$ cat config.mk
export PLATFORM = sky130hd
export DESIGN_NAME = ps2_host_frame_engine_flat
export DESIGN_NICKNAME = d
export VERILOG_FILES = /design/src/sv/ps2hfe_pkg.sv /design/src/sv/ps2hfe_if.sv /design/src/sv/ps2_host_frame_engine.sv /design/src/sv/ps2hfe_in_stage.sv /design/src/sv/ps2hfe_core.sv /design/src/sv/ps2hfe_out_stage.sv /design/src/flat_wrapper.sv
export VERILOG_INCLUDE_DIRS = /design/src /design/src/sv
export SDC_FILE = /design/constraint.sdc
export NUM_CORES = 1
export LEC_CHECK = 0
export BUFFER_PORTS_ARGS = -buffer_cell sky130_fd_sc_hd__buf_2
export CAP_MARGIN = 20
export CORE_MARGIN = 2
export CORE_UTILIZATION = 39
export DETAILED_ROUTE_END_ITERATION = 7
export HOLD_SLACK_MARGIN = 0.12
export SLEW_MARGIN = 20
export SYNTH_ARGS = -nofsm -noshare
export SYNTH_HDL_FRONTEND = slang
export SYNTH_SLANG_ARGS = --single-unit
$ cat constraint.sdc
create_clock -name clk -period 3.2 [get_ports clk]
set_input_delay 0.96 -clock clk [delete_from_list [all_inputs] [get_ports clk]]
set_output_delay 0.96 -clock clk [all_outputs]
set_load 0.01 [all_outputs]
$ cat src/sv/ps2_host_frame_engine_assert.svh
// Assertion macros used by the PS/2 host frame engine core.
`ifndef PS2_HOST_FRAME_ENGINE_ASSERT_SVH
`define PS2_HOST_FRAME_ENGINE_ASSERT_SVH

// Same-cycle implication, sampled on clk and disabled while rst_n is low.
`define PS2HFE_ASSERT_IMP(lbl, ante, cons, msg) \
  lbl: assert property (@(posedge clk) disable iff (!rst_n) (ante) |-> (cons)) \
    else $error(msg);

// Next-cycle implication, sampled on clk and disabled while rst_n is low.
`define PS2HFE_ASSERT_NXT(lbl, ante, cons, msg) \
  lbl: assert property (@(posedge clk) disable iff (!rst_n) (ante) |=> (cons)) \
    else $error(msg);

`endif

$ cat src/sv/ps2hfe_pkg.sv
// Types, codes, constants and helper functions of the PS/2 host frame engine.
package ps2hfe_pkg;

  localparam int BIT_POS_W = 4;
  localparam int FRAME_W   = 10;

  localparam logic [BIT_POS_W-1:0] POS_PARITY    = 4'd8;
  localparam logic [BIT_POS_W-1:0] POS_STOP      = 4'd9;
  localparam logic [BIT_POS_W-1:0] POS_LAST_BIT  = 4'd10;
  localparam logic [BIT_POS_W-1:0] POS_FRAME_END = 4'd11;

  localparam logic REQ_EDGE  = 1'b0;
  localparam logic REQ_SEND  = 1'b1;
  localparam logic EDGE_FALL = 1'b0;
  localparam logic EDGE_RISE = 1'b1;

  typedef struct packed {
    logic       req_type;
    logic       edge_rising;
    logic       data_level;
    logic [7:0] send_byte;
  } item_t;

  typedef struct packed {
    logic       rx_valid;
    logic [7:0] rx_byte;
    logic       tx_done;
    logic       tx_acked;
    logic       drive_value;
    logic       drive_enable;
    logic       clock_inhibit_pulse;
    logic       link_busy;
  } result_t;

  // Odd parity bit: high when the byte holds an even number of ones.
  function automatic logic odd_parity(input logic [7:0] b);
    return ~(^b);
  endfunction

endpackage

$ cat src/sv/ps2hfe_if.sv
// Valid/ready channel interfaces for the event input and the result output.
interface ps2hfe_in_if;
  logic       valid;
  logic       ready;
  logic       req_type;
  logic       edge_rising;
  logic       data_level;
  logic [7:0] send_byte;

  modport source (output valid, req_type, edge_rising, data_level, send_byte,
                  input ready);
  modport sink   (input valid, req_type, edge_rising, data_level, send_byte,
                  output ready);
endinterface

interface ps2hfe_out_if;
  logic       valid;
  logic       ready;
  logic       rx_valid;
  logic [7:0] rx_byte;
  logic       tx_done;
  logic       tx_acked;
  logic       drive_value;
  logic       drive_enable;
  logic       clock_inhibit_pulse;
  logic       link_busy;

  modport source (output valid, rx_valid, rx_byte, tx_done, tx_acked, drive_value,
                  drive_enable, clock_inhibit_pulse, link_busy,
                  input ready);
  modport sink   (input valid, rx_valid, rx_byte, tx_done, tx_acked, drive_value,
                  drive_enable, clock_inhibit_pulse, link_busy,
                  output ready);
endinterface

$ cat src/sv/ps2_host_frame_engine.sv
// PS/2 host frame engine top level: input register, frame core, result register.
// An event beat taken into the input register passes through the core logic into the result register.
// Throughput: one event beat per cycle unless out_ch stalls, set by the core's single update.
// An unaccepted result holds in the result register while the input register takes
// one more beat; rst_n (synchronous, active low) empties both registers at once.
// Reset clears the frame state: both directions idle, data line released high.
module ps2_host_frame_engine
  import ps2hfe_pkg::*;
(
  input  logic         clk,
  input  logic         rst_n,
  ps2hfe_in_if.sink    in_ch,
  ps2hfe_out_if.source out_ch
);

  // The input register holds the next event; step_en moves it through the core
  // into the result register whenever that register is empty or being drained.
  logic    item_valid;
  item_t   item;
  logic    step_en;
  result_t res;

  ps2hfe_in_stage u_in_stage (
    .clk        (clk),
    .rst_n      (rst_n),
    .in_ch      (in_ch),
    .pop        (step_en),
    .item_valid (item_valid),
    .item       (item)
  );

  // All receive and transmit state lives in the core and advances once per beat.
  ps2hfe_core u_core (
    .clk     (clk),
    .rst_n   (rst_n),
    .step_en (step_en),
    .item    (item),
    .res     (res)
  );

  // Exactly one result beat leaves for every event beat that enters.
  ps2hfe_out_stage u_out_stage (
    .clk        (clk),
    .rst_n      (rst_n),
    .item_valid (item_valid),
    .res        (res),
    .step_en    (step_en),
    .out_ch     (out_ch)
  );

endmodule

$ cat src/sv/ps2hfe_in_stage.sv
// Input register: captures one event beat and holds it until the core takes it.
module ps2hfe_in_stage
  import ps2hfe_pkg::*;
(
  input  logic        clk,
  input  logic        rst_n,
  ps2hfe_in_if.sink   in_ch,
  input  logic        pop,
  output logic        item_valid,
  output item_t       item
);

  logic  valid_r;
  item_t item_r;

  assign in_ch.ready = !valid_r || pop;
  assign item_valid  = valid_r;
  assign item        = item_r;

  always_ff @(posedge clk) begin
    if (!rst_n) begin
      valid_r <= 1'b0;
    end else if (in_ch.valid && in_ch.ready) begin
      valid_r <= 1'b1;
    end else if (pop) begin
      valid_r <= 1'b0;
    end
  end

  always_ff @(posedge clk) begin
    if (in_ch.valid && in_ch.ready) begin
      item_r.req_type    <= in_ch.req_type;
      item_r.edge_rising <= in_ch.edge_rising;
      item_r.data_level  <= in_ch.data_level;
      item_r.send_byte   <= in_ch.send_byte;
    end
  end

endmodule

$ cat src/sv/ps2hfe_core.sv
// Frame state and per-event next-state logic for receive and transmit frames.
`include "ps2_host_frame_engine_assert.svh"

module ps2hfe_core
  import ps2hfe_pkg::*;
(
  input  logic    clk,
  input  logic    rst_n,
  input  logic    step_en,
  input  item_t   item,
  output result_t res
);

  logic                 tx_active_r,      tx_active_nxt;
  logic                 tx_first_edge_r,  tx_first_edge_nxt;
  logic                 tx_ack_seen_r,    tx_ack_seen_nxt;
  logic [7:0]           tx_shift_byte_r,  tx_shift_byte_nxt;
  logic                 rx_active_r,      rx_active_nxt;
  logic [BIT_POS_W-1:0] bit_pos_r,        bit_pos_nxt;
  logic [FRAME_W-1:0]   rx_frame_r,       rx_frame_nxt;
  logic                 drive_level_r,    drive_level_nxt;
  logic                 drive_on_r,       drive_on_nxt;
  logic [BIT_POS_W-1:0] bit_pos_inc;
  logic [BIT_POS_W-1:0] rx_idx;

  assign bit_pos_inc = bit_pos_r + 1'b1;
  assign rx_idx      = bit_pos_r - 1'b1;

  always_comb begin
    tx_active_nxt     = tx_active_r;
    tx_first_edge_nxt = tx_first_edge_r;
    tx_ack_seen_nxt   = tx_ack_seen_r;
    tx_shift_byte_nxt = tx_shift_byte_r;
    rx_active_nxt     = rx_active_r;
    bit_pos_nxt       = bit_pos_r;
    rx_frame_nxt      = rx_frame_r;
    drive_level_nxt   = drive_level_r;
    drive_on_nxt      = drive_on_r;
    res               = '0;

    if (item.req_type == REQ_SEND) begin
      // A send request always (re)starts a transmission and abandons a receive.
      tx_active_nxt           = 1'b1;
      tx_first_edge_nxt       = 1'b1;
      tx_ack_seen_nxt         = 1'b0;
      tx_shift_byte_nxt       = item.send_byte;
      bit_pos_nxt             = '0;
      rx_active_nxt           = 1'b0;
      drive_level_nxt         = 1'b0;
      drive_on_nxt            = 1'b1;
      res.clock_inhibit_pulse = 1'b1;
    end else if (tx_active_r) begin
      if (item.edge_rising == EDGE_FALL) begin
        if (tx_first_edge_r) begin
          tx_first_edge_nxt = 1'b0;
          tx_ack_seen_nxt   = 1'b0;
          bit_pos_nxt       = '0;
        end
        if (bit_pos_nxt == POS_FRAME_END) begin
          tx_ack_seen_nxt = ~item.data_level;
        end
      end else if (!tx_first_edge_r) begin
        if (bit_pos_r < POS_PARITY) begin
          drive_level_nxt = tx_shift_byte_r[bit_pos_r[2:0]];
          bit_pos_nxt     = bit_pos_inc;
        end else if (bit_pos_r == POS_PARITY) begin
          drive_level_nxt = odd_parity(tx_shift_byte_r);
          bit_pos_nxt     = bit_pos_inc;
        end else if (bit_pos_r == POS_STOP) begin
          drive_level_nxt = 1'b1;
          drive_on_nxt    = 1'b0;
          bit_pos_nxt     = bit_pos_inc;
        end else if (bit_pos_r == POS_FRAME_END) begin
          res.tx_done   = 1'b1;
          res.tx_acked  = tx_ack_seen_r;
          tx_active_nxt = 1'b0;
          bit_pos_nxt   = '0;
        end else begin
          bit_pos_nxt = bit_pos_inc;
        end
      end
    end else begin
      if (item.edge_rising == EDGE_FALL) begin
        if (!rx_active_r) begin
          if (!item.data_level) begin
            rx_frame_nxt  = '0;
            rx_active_nxt = 1'b1;
            bit_pos_nxt   = '0;
          end
        end else if (bit_pos_r >= 4'd1 && bit_pos_r <= POS_LAST_BIT) begin
          rx_frame_nxt[rx_idx] = item.data_level;
        end
      end else if (rx_active_r) begin
        bit_pos_nxt = bit_pos_inc;
        if (bit_pos_inc >= POS_FRAME_END) begin
          rx_active_nxt = 1'b0;
          bit_pos_nxt   = '0;
          if (rx_frame_r[8] == odd_parity(rx_frame_r[7:0]) && rx_frame_r[FRAME_W-1]) begin
            res.rx_valid = 1'b1;
            res.rx_byte  = rx_frame_r[7:0];
          end
        end
      end
    end

    res.drive_value  = drive_level_nxt;
    res.drive_enable = drive_on_nxt;
    res.link_busy    = tx_active_nxt | rx_active_nxt;
  end

  always_ff @(posedge clk) begin
    if (!rst_n) begin
      tx_active_r     <= 1'b0;
      tx_first_edge_r <= 1'b0;
      tx_ack_seen_r   <= 1'b0;
      tx_shift_byte_r <= '0;
      rx_active_r     <= 1'b0;
      bit_pos_r       <= '0;
      rx_frame_r      <= '0;
      drive_level_r   <= 1'b1;
      drive_on_r      <= 1'b0;
    end else if (step_en) begin
      tx_active_r     <= tx_active_nxt;
      tx_first_edge_r <= tx_first_edge_nxt;
      tx_ack_seen_r   <= tx_ack_seen_nxt;
      tx_shift_byte_r <= tx_shift_byte_nxt;
      rx_active_r     <= rx_active_nxt;
      bit_pos_r       <= bit_pos_nxt;
      rx_frame_r      <= rx_frame_nxt;
      drive_level_r   <= drive_level_nxt;
      drive_on_r      <= drive_on_nxt;
    end
  end

  `PS2HFE_ASSERT_IMP(a_one_direction, 1'b1, !(tx_active_r && rx_active_r),
                     "rx and tx both active")
  `PS2HFE_ASSERT_IMP(a_bit_pos_range, 1'b1, bit_pos_r <= POS_FRAME_END,
                     "bit position past frame end")
  `PS2HFE_ASSERT_NXT(a_send_starts, step_en && item.req_type == REQ_SEND,
                     tx_active_r && drive_on_r && !rx_active_r,
                     "send did not start transmit")
  `PS2HFE_ASSERT_IMP(a_done_excl, step_en && res.tx_done,
                     !res.rx_valid && !res.link_busy,
                     "tx done with rx result or busy")

endmodule

$ cat src/sv/ps2hfe_out_stage.sv
// Result register: holds one result beat and decides when the core may step.
module ps2hfe_out_stage
  import ps2hfe_pkg::*;
(
  input  logic         clk,
  input  logic         rst_n,
  input  logic         item_valid,
  input  result_t      res,
  output logic         step_en,
  ps2hfe_out_if.source out_ch
);

  logic    valid_r;
  result_t res_r;

  assign step_en = item_valid && (!valid_r || out_ch.ready);

  always_ff @(posedge clk) begin
    if (!rst_n) begin
      valid_r <= 1'b0;
    end else if (step_en) begin
      valid_r <= 1'b1;
    end else if (out_ch.ready) begin
      valid_r <= 1'b0;
    end
  end

  always_ff @(posedge clk) begin
    if (step_en) begin
      res_r <= res;
    end
  end

  assign out_ch.valid               = valid_r;
  assign out_ch.rx_valid            = res_r.rx_valid;
  assign out_ch.rx_byte             = res_r.rx_byte;
  assign out_ch.tx_done             = res_r.tx_done;
  assign out_ch.tx_acked            = res_r.tx_acked;
  assign out_ch.drive_value         = res_r.drive_value;
  assign out_ch.drive_enable        = res_r.drive_enable;
  assign out_ch.clock_inhibit_pulse = res_r.clock_inhibit_pulse;
  assign out_ch.link_busy           = res_r.link_busy;

endmodule

$ cat src/flat_wrapper.sv
// flat-port wrapper written by rule: the top's interface ports become plain ports
module ps2_host_frame_engine_flat import ps2hfe_pkg::*;
  (clk, rst_n, in_ch_valid, in_ch_req_type, in_ch_edge_rising, in_ch_data_level, in_ch_send_byte, in_ch_ready, out_ch_valid, out_ch_rx_valid, out_ch_rx_byte, out_ch_tx_done, out_ch_tx_acked, out_ch_drive_value, out_ch_drive_enable, out_ch_clock_inhibit_pulse, out_ch_link_busy, out_ch_ready);
  ps2hfe_in_if in_ch_i ();
  ps2hfe_out_if out_ch_i ();
  input  logic clk;
  input  logic rst_n;
  input wire logic [$bits(in_ch_i.valid)-1:0] in_ch_valid;
  input wire logic [$bits(in_ch_i.req_type)-1:0] in_ch_req_type;
  input wire logic [$bits(in_ch_i.edge_rising)-1:0] in_ch_edge_rising;
  input wire logic [$bits(in_ch_i.data_level)-1:0] in_ch_data_level;
  input wire logic [$bits(in_ch_i.send_byte)-1:0] in_ch_send_byte;
  output wire logic [$bits(in_ch_i.ready)-1:0] in_ch_ready;
  output wire logic [$bits(out_ch_i.valid)-1:0] out_ch_valid;
  output wire logic [$bits(out_ch_i.rx_valid)-1:0] out_ch_rx_valid;
  output wire logic [$bits(out_ch_i.rx_byte)-1:0] out_ch_rx_byte;
  output wire logic [$bits(out_ch_i.tx_done)-1:0] out_ch_tx_done;
  output wire logic [$bits(out_ch_i.tx_acked)-1:0] out_ch_tx_acked;
  output wire logic [$bits(out_ch_i.drive_value)-1:0] out_ch_drive_value;
  output wire logic [$bits(out_ch_i.drive_enable)-1:0] out_ch_drive_enable;
  output wire logic [$bits(out_ch_i.clock_inhibit_pulse)-1:0] out_ch_clock_inhibit_pulse;
  output wire logic [$bits(out_ch_i.link_busy)-1:0] out_ch_link_busy;
  input wire logic [$bits(out_ch_i.ready)-1:0] out_ch_ready;
  assign in_ch_i.valid = in_ch_valid;
  assign in_ch_i.req_type = in_ch_req_type;
  assign in_ch_i.edge_rising = in_ch_edge_rising;
  assign in_ch_i.data_level = in_ch_data_level;
  assign in_ch_i.send_byte = in_ch_send_byte;
  assign in_ch_ready = in_ch_i.ready;
  assign out_ch_valid = out_ch_i.valid;
  assign out_ch_rx_valid = out_ch_i.rx_valid;
  assign out_ch_rx_byte = out_ch_i.rx_byte;
  assign out_ch_tx_done = out_ch_i.tx_done;
  assign out_ch_tx_acked = out_ch_i.tx_acked;
  assign out_ch_drive_value = out_ch_i.drive_value;
  assign out_ch_drive_enable = out_ch_i.drive_enable;
  assign out_ch_clock_inhibit_pulse = out_ch_i.clock_inhibit_pulse;
  assign out_ch_link_busy = out_ch_i.link_busy;
  assign out_ch_i.ready = out_ch_ready;
  ps2_host_frame_engine u_core (.clk(clk), .rst_n(rst_n), .in_ch(in_ch_i), .out_ch(out_ch_i));
endmodule
==> metrics.txt <==
# TYPE chip_impl_metric gauge
chip_impl_metric{name="layout_min_cycle_time",unit="ns"} 2.43
chip_impl_metric{name="grt_max_degree",unit=""} 21
chip_impl_metric{name="dpl.hpwl",unit="mm"} 4.30
chip_impl_metric{name="number_of_global_route_vias_before_repair",unit=""} 2008
chip_impl_metric{name="power.net_switching",unit="W"} 0.000297
chip_impl_metric{name="start_util",unit="%"} 39.8
chip_impl_metric{name="final_net_count",unit=""} 345
chip_impl_metric{name="tns",unit="ns"} 0
chip_impl_metric{name="worst_ep_required_time",unit="ns"} 2.24
chip_impl_metric{name="all_layer_gr_usage",unit="%"} 16.0
chip_impl_metric{name="arrival",unit="ns"} 1.47
chip_impl_metric{name="power.total",unit="W"} 0.00135
chip_impl_info{name="critical_path_class",value="in2out"} 1
chip_impl_metric{name="synthesis.nets",unit=""} 318
chip_impl_metric{name="power.ir.vdd_worst",unit="mV"} 0.263
chip_impl_metric{name="sw_frac_of_total",unit="%"} 22.1
chip_impl_metric{name="static-leakage-power",unit="nW"} 1.14
chip_impl_metric{name="route.antenna.remaining_nets",unit=""} 0
chip_impl_metric{name="fill_cells",unit=""} 686
chip_impl_metric{name="holdBufCountCts",unit=""} 0
chip_impl_metric{name="placement.io_buffers",unit=""} 31
chip_impl_info{name="tritoncts_clock_tree",value="built"} 1
chip_impl_metric{name="wirelength_met1",unit="mm"} 2.77
chip_impl_metric{name="cts.path.max_buffers",unit=""} 2
chip_impl_metric{name="final.period_utilization",unit="%"} 76.0
chip_impl_metric{name="wl_met3",unit="um"} 253
chip_impl_metric{name="timing.max_slew.rel_slack",unit="%"} 53.5
chip_impl_metric{name="number_of_vias_per_cell_after_detailed_routing",unit=""} 5.28
chip_impl_metric{name="cts.sink_count",unit=""} 56
chip_impl_info{name="synthFlopType",value="sky130_fd_sc_hd__dfxtp_1"} 1
chip_impl_metric{name="postCtsSetupBuffers",unit=""} 0
chip_impl_metric{name="finalSetupViolCount",unit=""} 0
chip_impl_metric{name="final-max-slew-violation-count",unit=""} 0
chip_impl_metric{name="power_frac_comb",unit="%"} 7.4
chip_impl_metric{name="fmaxAchievable",unit="MHz"} 411
chip_impl_metric{name="cts_resized",unit=""} 0
chip_impl_metric{name="syn2layout_area_growth",unit="%"} 12.3
chip_impl_metric{name="fp.dieW",unit="um"} 89.6
chip_impl_metric{name="cts_made_buffers",unit=""} 5
chip_impl_metric{name="num_antenna_cells",unit=""} 0
chip_impl_info{name="top_signal_layer_used",value="met4"} 1
chip_impl_metric{name="post-route-worst-setup-slack",unit="ns"} 0.767
chip_impl_metric{name="seqPwrFrac",unit="%"} 59.1
chip_impl_metric{name="layout-drive-gt1-share",unit="%"} 15.4
chip_impl_metric{name="synth_area_per_cell",unit="um2"} 9.66
chip_impl_metric{name="cap_viol_max_count",unit=""} 0
chip_impl_metric{name="cts.clk_slew.worst_paths",unit="ns"} 0.09
chip_impl_metric{name="netlist_instances",unit=""} 296
chip_impl_metric{name="cts.htree.levels",unit=""} 2
chip_impl_metric{name="grt_antenna_before_repair",unit=""} 0
chip_impl_metric{name="pre_cts_slack",unit="ns"} 0.603
chip_impl_info{name="rsz_0062_raised_after_global_routing",value="false"} 1
chip_impl_metric{name="powerDensity",unit="mW/mm2"} 419
chip_impl_metric{name="wire_length_of_the_first_global_routing_pass",unit="mm"} 10.0
chip_impl_metric{name="dr.first_iter.drc_count",unit=""} 188
chip_impl_metric{name="gp_congestion",unit=""} 0.872
chip_impl_metric{name="yosysSeqAreaShare",unit="%"} 48.3
chip_impl_info{name="critPathCaptureType",value="output pin"} 1
chip_impl_metric{name="clock_power_share",unit="%"} 33.4
chip_impl_metric{name="tightest_slew",unit="ns"} 0.697
chip_impl_metric{name="synth.lib_cells_used.distinct",unit=""} 54
chip_impl_metric{name="insertion_delay",unit="ns"} 0.30
chip_impl_metric{name="ys_async_sr_fraction",unit="%"} 0
chip_impl_info{name="clock_root_buffer",value="sky130_fd_sc_hd__clkbuf_8"} 1
chip_impl_metric{name="global_route.overflow_total",unit=""} 0
chip_impl_metric{name="drt_first_pass_iters",unit=""} 4
chip_impl_metric{name="wl",unit="mm"} 5.89
chip_impl_info{name="holdCritPathClass",value="reg2reg"} 1
chip_impl_metric{name="ys_seq_elements",unit=""} 56
chip_impl_info{name="critical_path.startpoint_type",value="input port"} 1
chip_impl_metric{name="final-hold-violation-count",unit=""} 0
chip_impl_metric{name="yosys_warnings",unit=""} 0
chip_impl_metric{name="fp-row-count",unit=""} 31
chip_impl_metric{name="power.internal",unit="W"} 0.00105
chip_impl_metric{name="die-area",unit="mm2"} 0.00803
chip_impl_metric{name="core_footprint",unit="mm2"} 0.00718
chip_impl_metric{name="detailroute.via_count",unit=""} 2232
chip_impl_metric{name="route.met2.wl",unit="mm"} 2.84
chip_impl_metric{name="finalHoldWorstSlack",unit="ns"} 0.486
chip_impl_metric{name="synth_enable_flop_cells",unit=""} 26
chip_impl_metric{name="worstPathMaxFanout",unit=""} 4
chip_impl_info{name="run_status",value="finished, final reports clean"} 1
chip_impl_metric{name="chipHeight",unit="um"} 89.6
chip_impl_metric{name="finClkSkew",unit="ns"} 0.0110
chip_impl_metric{name="netlist_area",unit="mm2"} 0.00286
chip_impl_metric{name="drt-wirelength-per-cell",unit="um"} 13.9
chip_impl_metric{name="top_level_ports",unit=""} 32
chip_impl_metric{name="post-route-drc-count",unit=""} 0
## routing by layer
metal,global-route usage [%],vias to the layer above
met4,3.26,0
met1,22.1,1048
li1,-,1121
met3,3.02,2
met2,26.3,61
met5,0,-
## cell type report
| cell class | instances | area [um2] | share of cell area (%) |
|---|---|---|---|
| Clock inverter | 2 | 35.0 | 1.09 |
| Timing Repair Buffer | 35 | 185 | 5.77 |
| Sequential cell | 56 | 1380 | 43.0 |
| Inverter | 8 | 30.0 | 0.936 |
| Clock buffer | 6 | 72.6 | 2.26 |
| Multi-Input combinational cell | 217 | 1380 | 43.0 |
| Tap cell | 99 | 124 | 3.86 |
## path summary, 6_finish.rpt
| check | startpoint | end | slack, ns | depth (start not counted) |
|---|---|---|---|---|
| setup reg to reg | u_core.u_core.bit_pos_r[3] | u_core.u_core.rx_frame_r[7] | 0.90 | 5 |
| setup / recovery | out_ch_ready | in_ch_ready | 0.77 | 4 |
| hold reg to reg | u_core.u_core.tx_shift_byte_r[6] | u_core.u_core.tx_shift_byte_r[6] | 0.49 | 2 |
| hold / removal | u_core.u_core.tx_shift_byte_r[6] | u_core.u_core.tx_shift_byte_r[6] | 0.49 | 2 |
## critical path, cell delays in order
cell and delay [ns]:
sky130_fd_sc_hd__buf_2 0.09, sky130_fd_sc_hd__nor2b_1 0.19, sky130_fd_sc_hd__nand2_1 0.09, sky130_fd_sc_hd__buf_2 0.14
## cell usage in the layout, fill, tap and decap left out, types with 8 or more instances in the layout
cell                       instances
sky130_fd_sc_hd__buf_2            31
sky130_fd_sc_hd__and2_1           12
sky130_fd_sc_hd__xnor2_1          12
sky130_fd_sc_hd__o21ai_0          21
sky130_fd_sc_hd__nand2_1          44
sky130_fd_sc_hd__dfxtp_1          30
sky130_fd_sc_hd__nand3_1           8
sky130_fd_sc_hd__nor2_1           15
sky130_fd_sc_hd__edfxtp_1         26
sky130_fd_sc_hd__a21oi_1          18
## logic make-up (layout without fill, tap and decap cells)
group,Yosys count,count (layout),share of synthesized area (%)
DFF,56,56,48.3
and+or+nand+nor,115,115,20.5
xor gates and xnor gates,17,17,5.69
buffers and inverters,23,51,3.37
adders and majority gates,7,7,3.06
muxes,4,4,2.28
AOI/OAI and AO/OA,74,74,16.8
## per-stage QoR
step | cell area [um2] | util, % | cells
detailed placement | 3100 | 43.2 | 415
CTS | 3210 | 44.7 | 423
floorplan | 2860 | - | 296
global route | 3210 | 44.7 | 423
finish | 3210 | 44.7 | 423
global placement | 3100 | 43.2 | 415
## synth_stat cells, drive strengths merged, types with 8 or more instances
cell | number | share of area [%]
dfxtp | 30 | 21
clkbuf | 9 | 1.2
edfxtp | 26 | 27
xnor2 | 12 | 3.7
o21ai | 21 | 3.7
nor2 | 15 | 2.0
nor3 | 8 | 1.6
nand2 | 44 | 5.8
and2 | 12 | 2.6
a21oi | 18 | 3.2
nand3 | 8 | 1.4
## power groups by stage
stage               Combinational, W  Clock (W)  Sequential (W)
CTS                         0.000101   0.000463        0.000796
detailed placement          0.000100          0        0.000813
global route                0.000112   0.000488        0.000800
global placement           0.0000995          0        0.000813
finish                      0.000100   0.000450        0.000796
floorplan                  0.0000685          0        0.000808
## flip-flops by register name, indices dropped and copies added, names as in the netlist
name                                           cells
u_core.u_in_stage.item                            11
u_core.u_core.rx_frame_r                          10
u_core.u_core.tx_shift_byte_r                      8
u_core.u_out_stage.out_ch.rx_byte                  8
u_core.u_core.bit_pos_r                            4
u_core.u_core.drive_level_r                        1
u_core.u_core.drive_on_r                           1
u_core.u_core.rx_active_r                          1
u_core.u_core.tx_ack_seen_r                        1
u_core.u_core.tx_active_r                          1
u_core.u_core.tx_first_edge_r                      1
u_core.u_in_stage.item_valid                       1
u_core.u_out_stage.out_ch.clock_inhibit_pulse      1
u_core.u_out_stage.out_ch.drive_enable             1
u_core.u_out_stage.out_ch.drive_value              1
u_core.u_out_stage.out_ch.link_busy                1
u_core.u_out_stage.out_ch.rx_valid                 1
u_core.u_out_stage.out_ch.tx_acked                 1
u_core.u_out_stage.out_ch.tx_done                  1
u_core.u_out_stage.out_ch.valid                    1
Note: power is estimated with default switching activity, not from simulation.
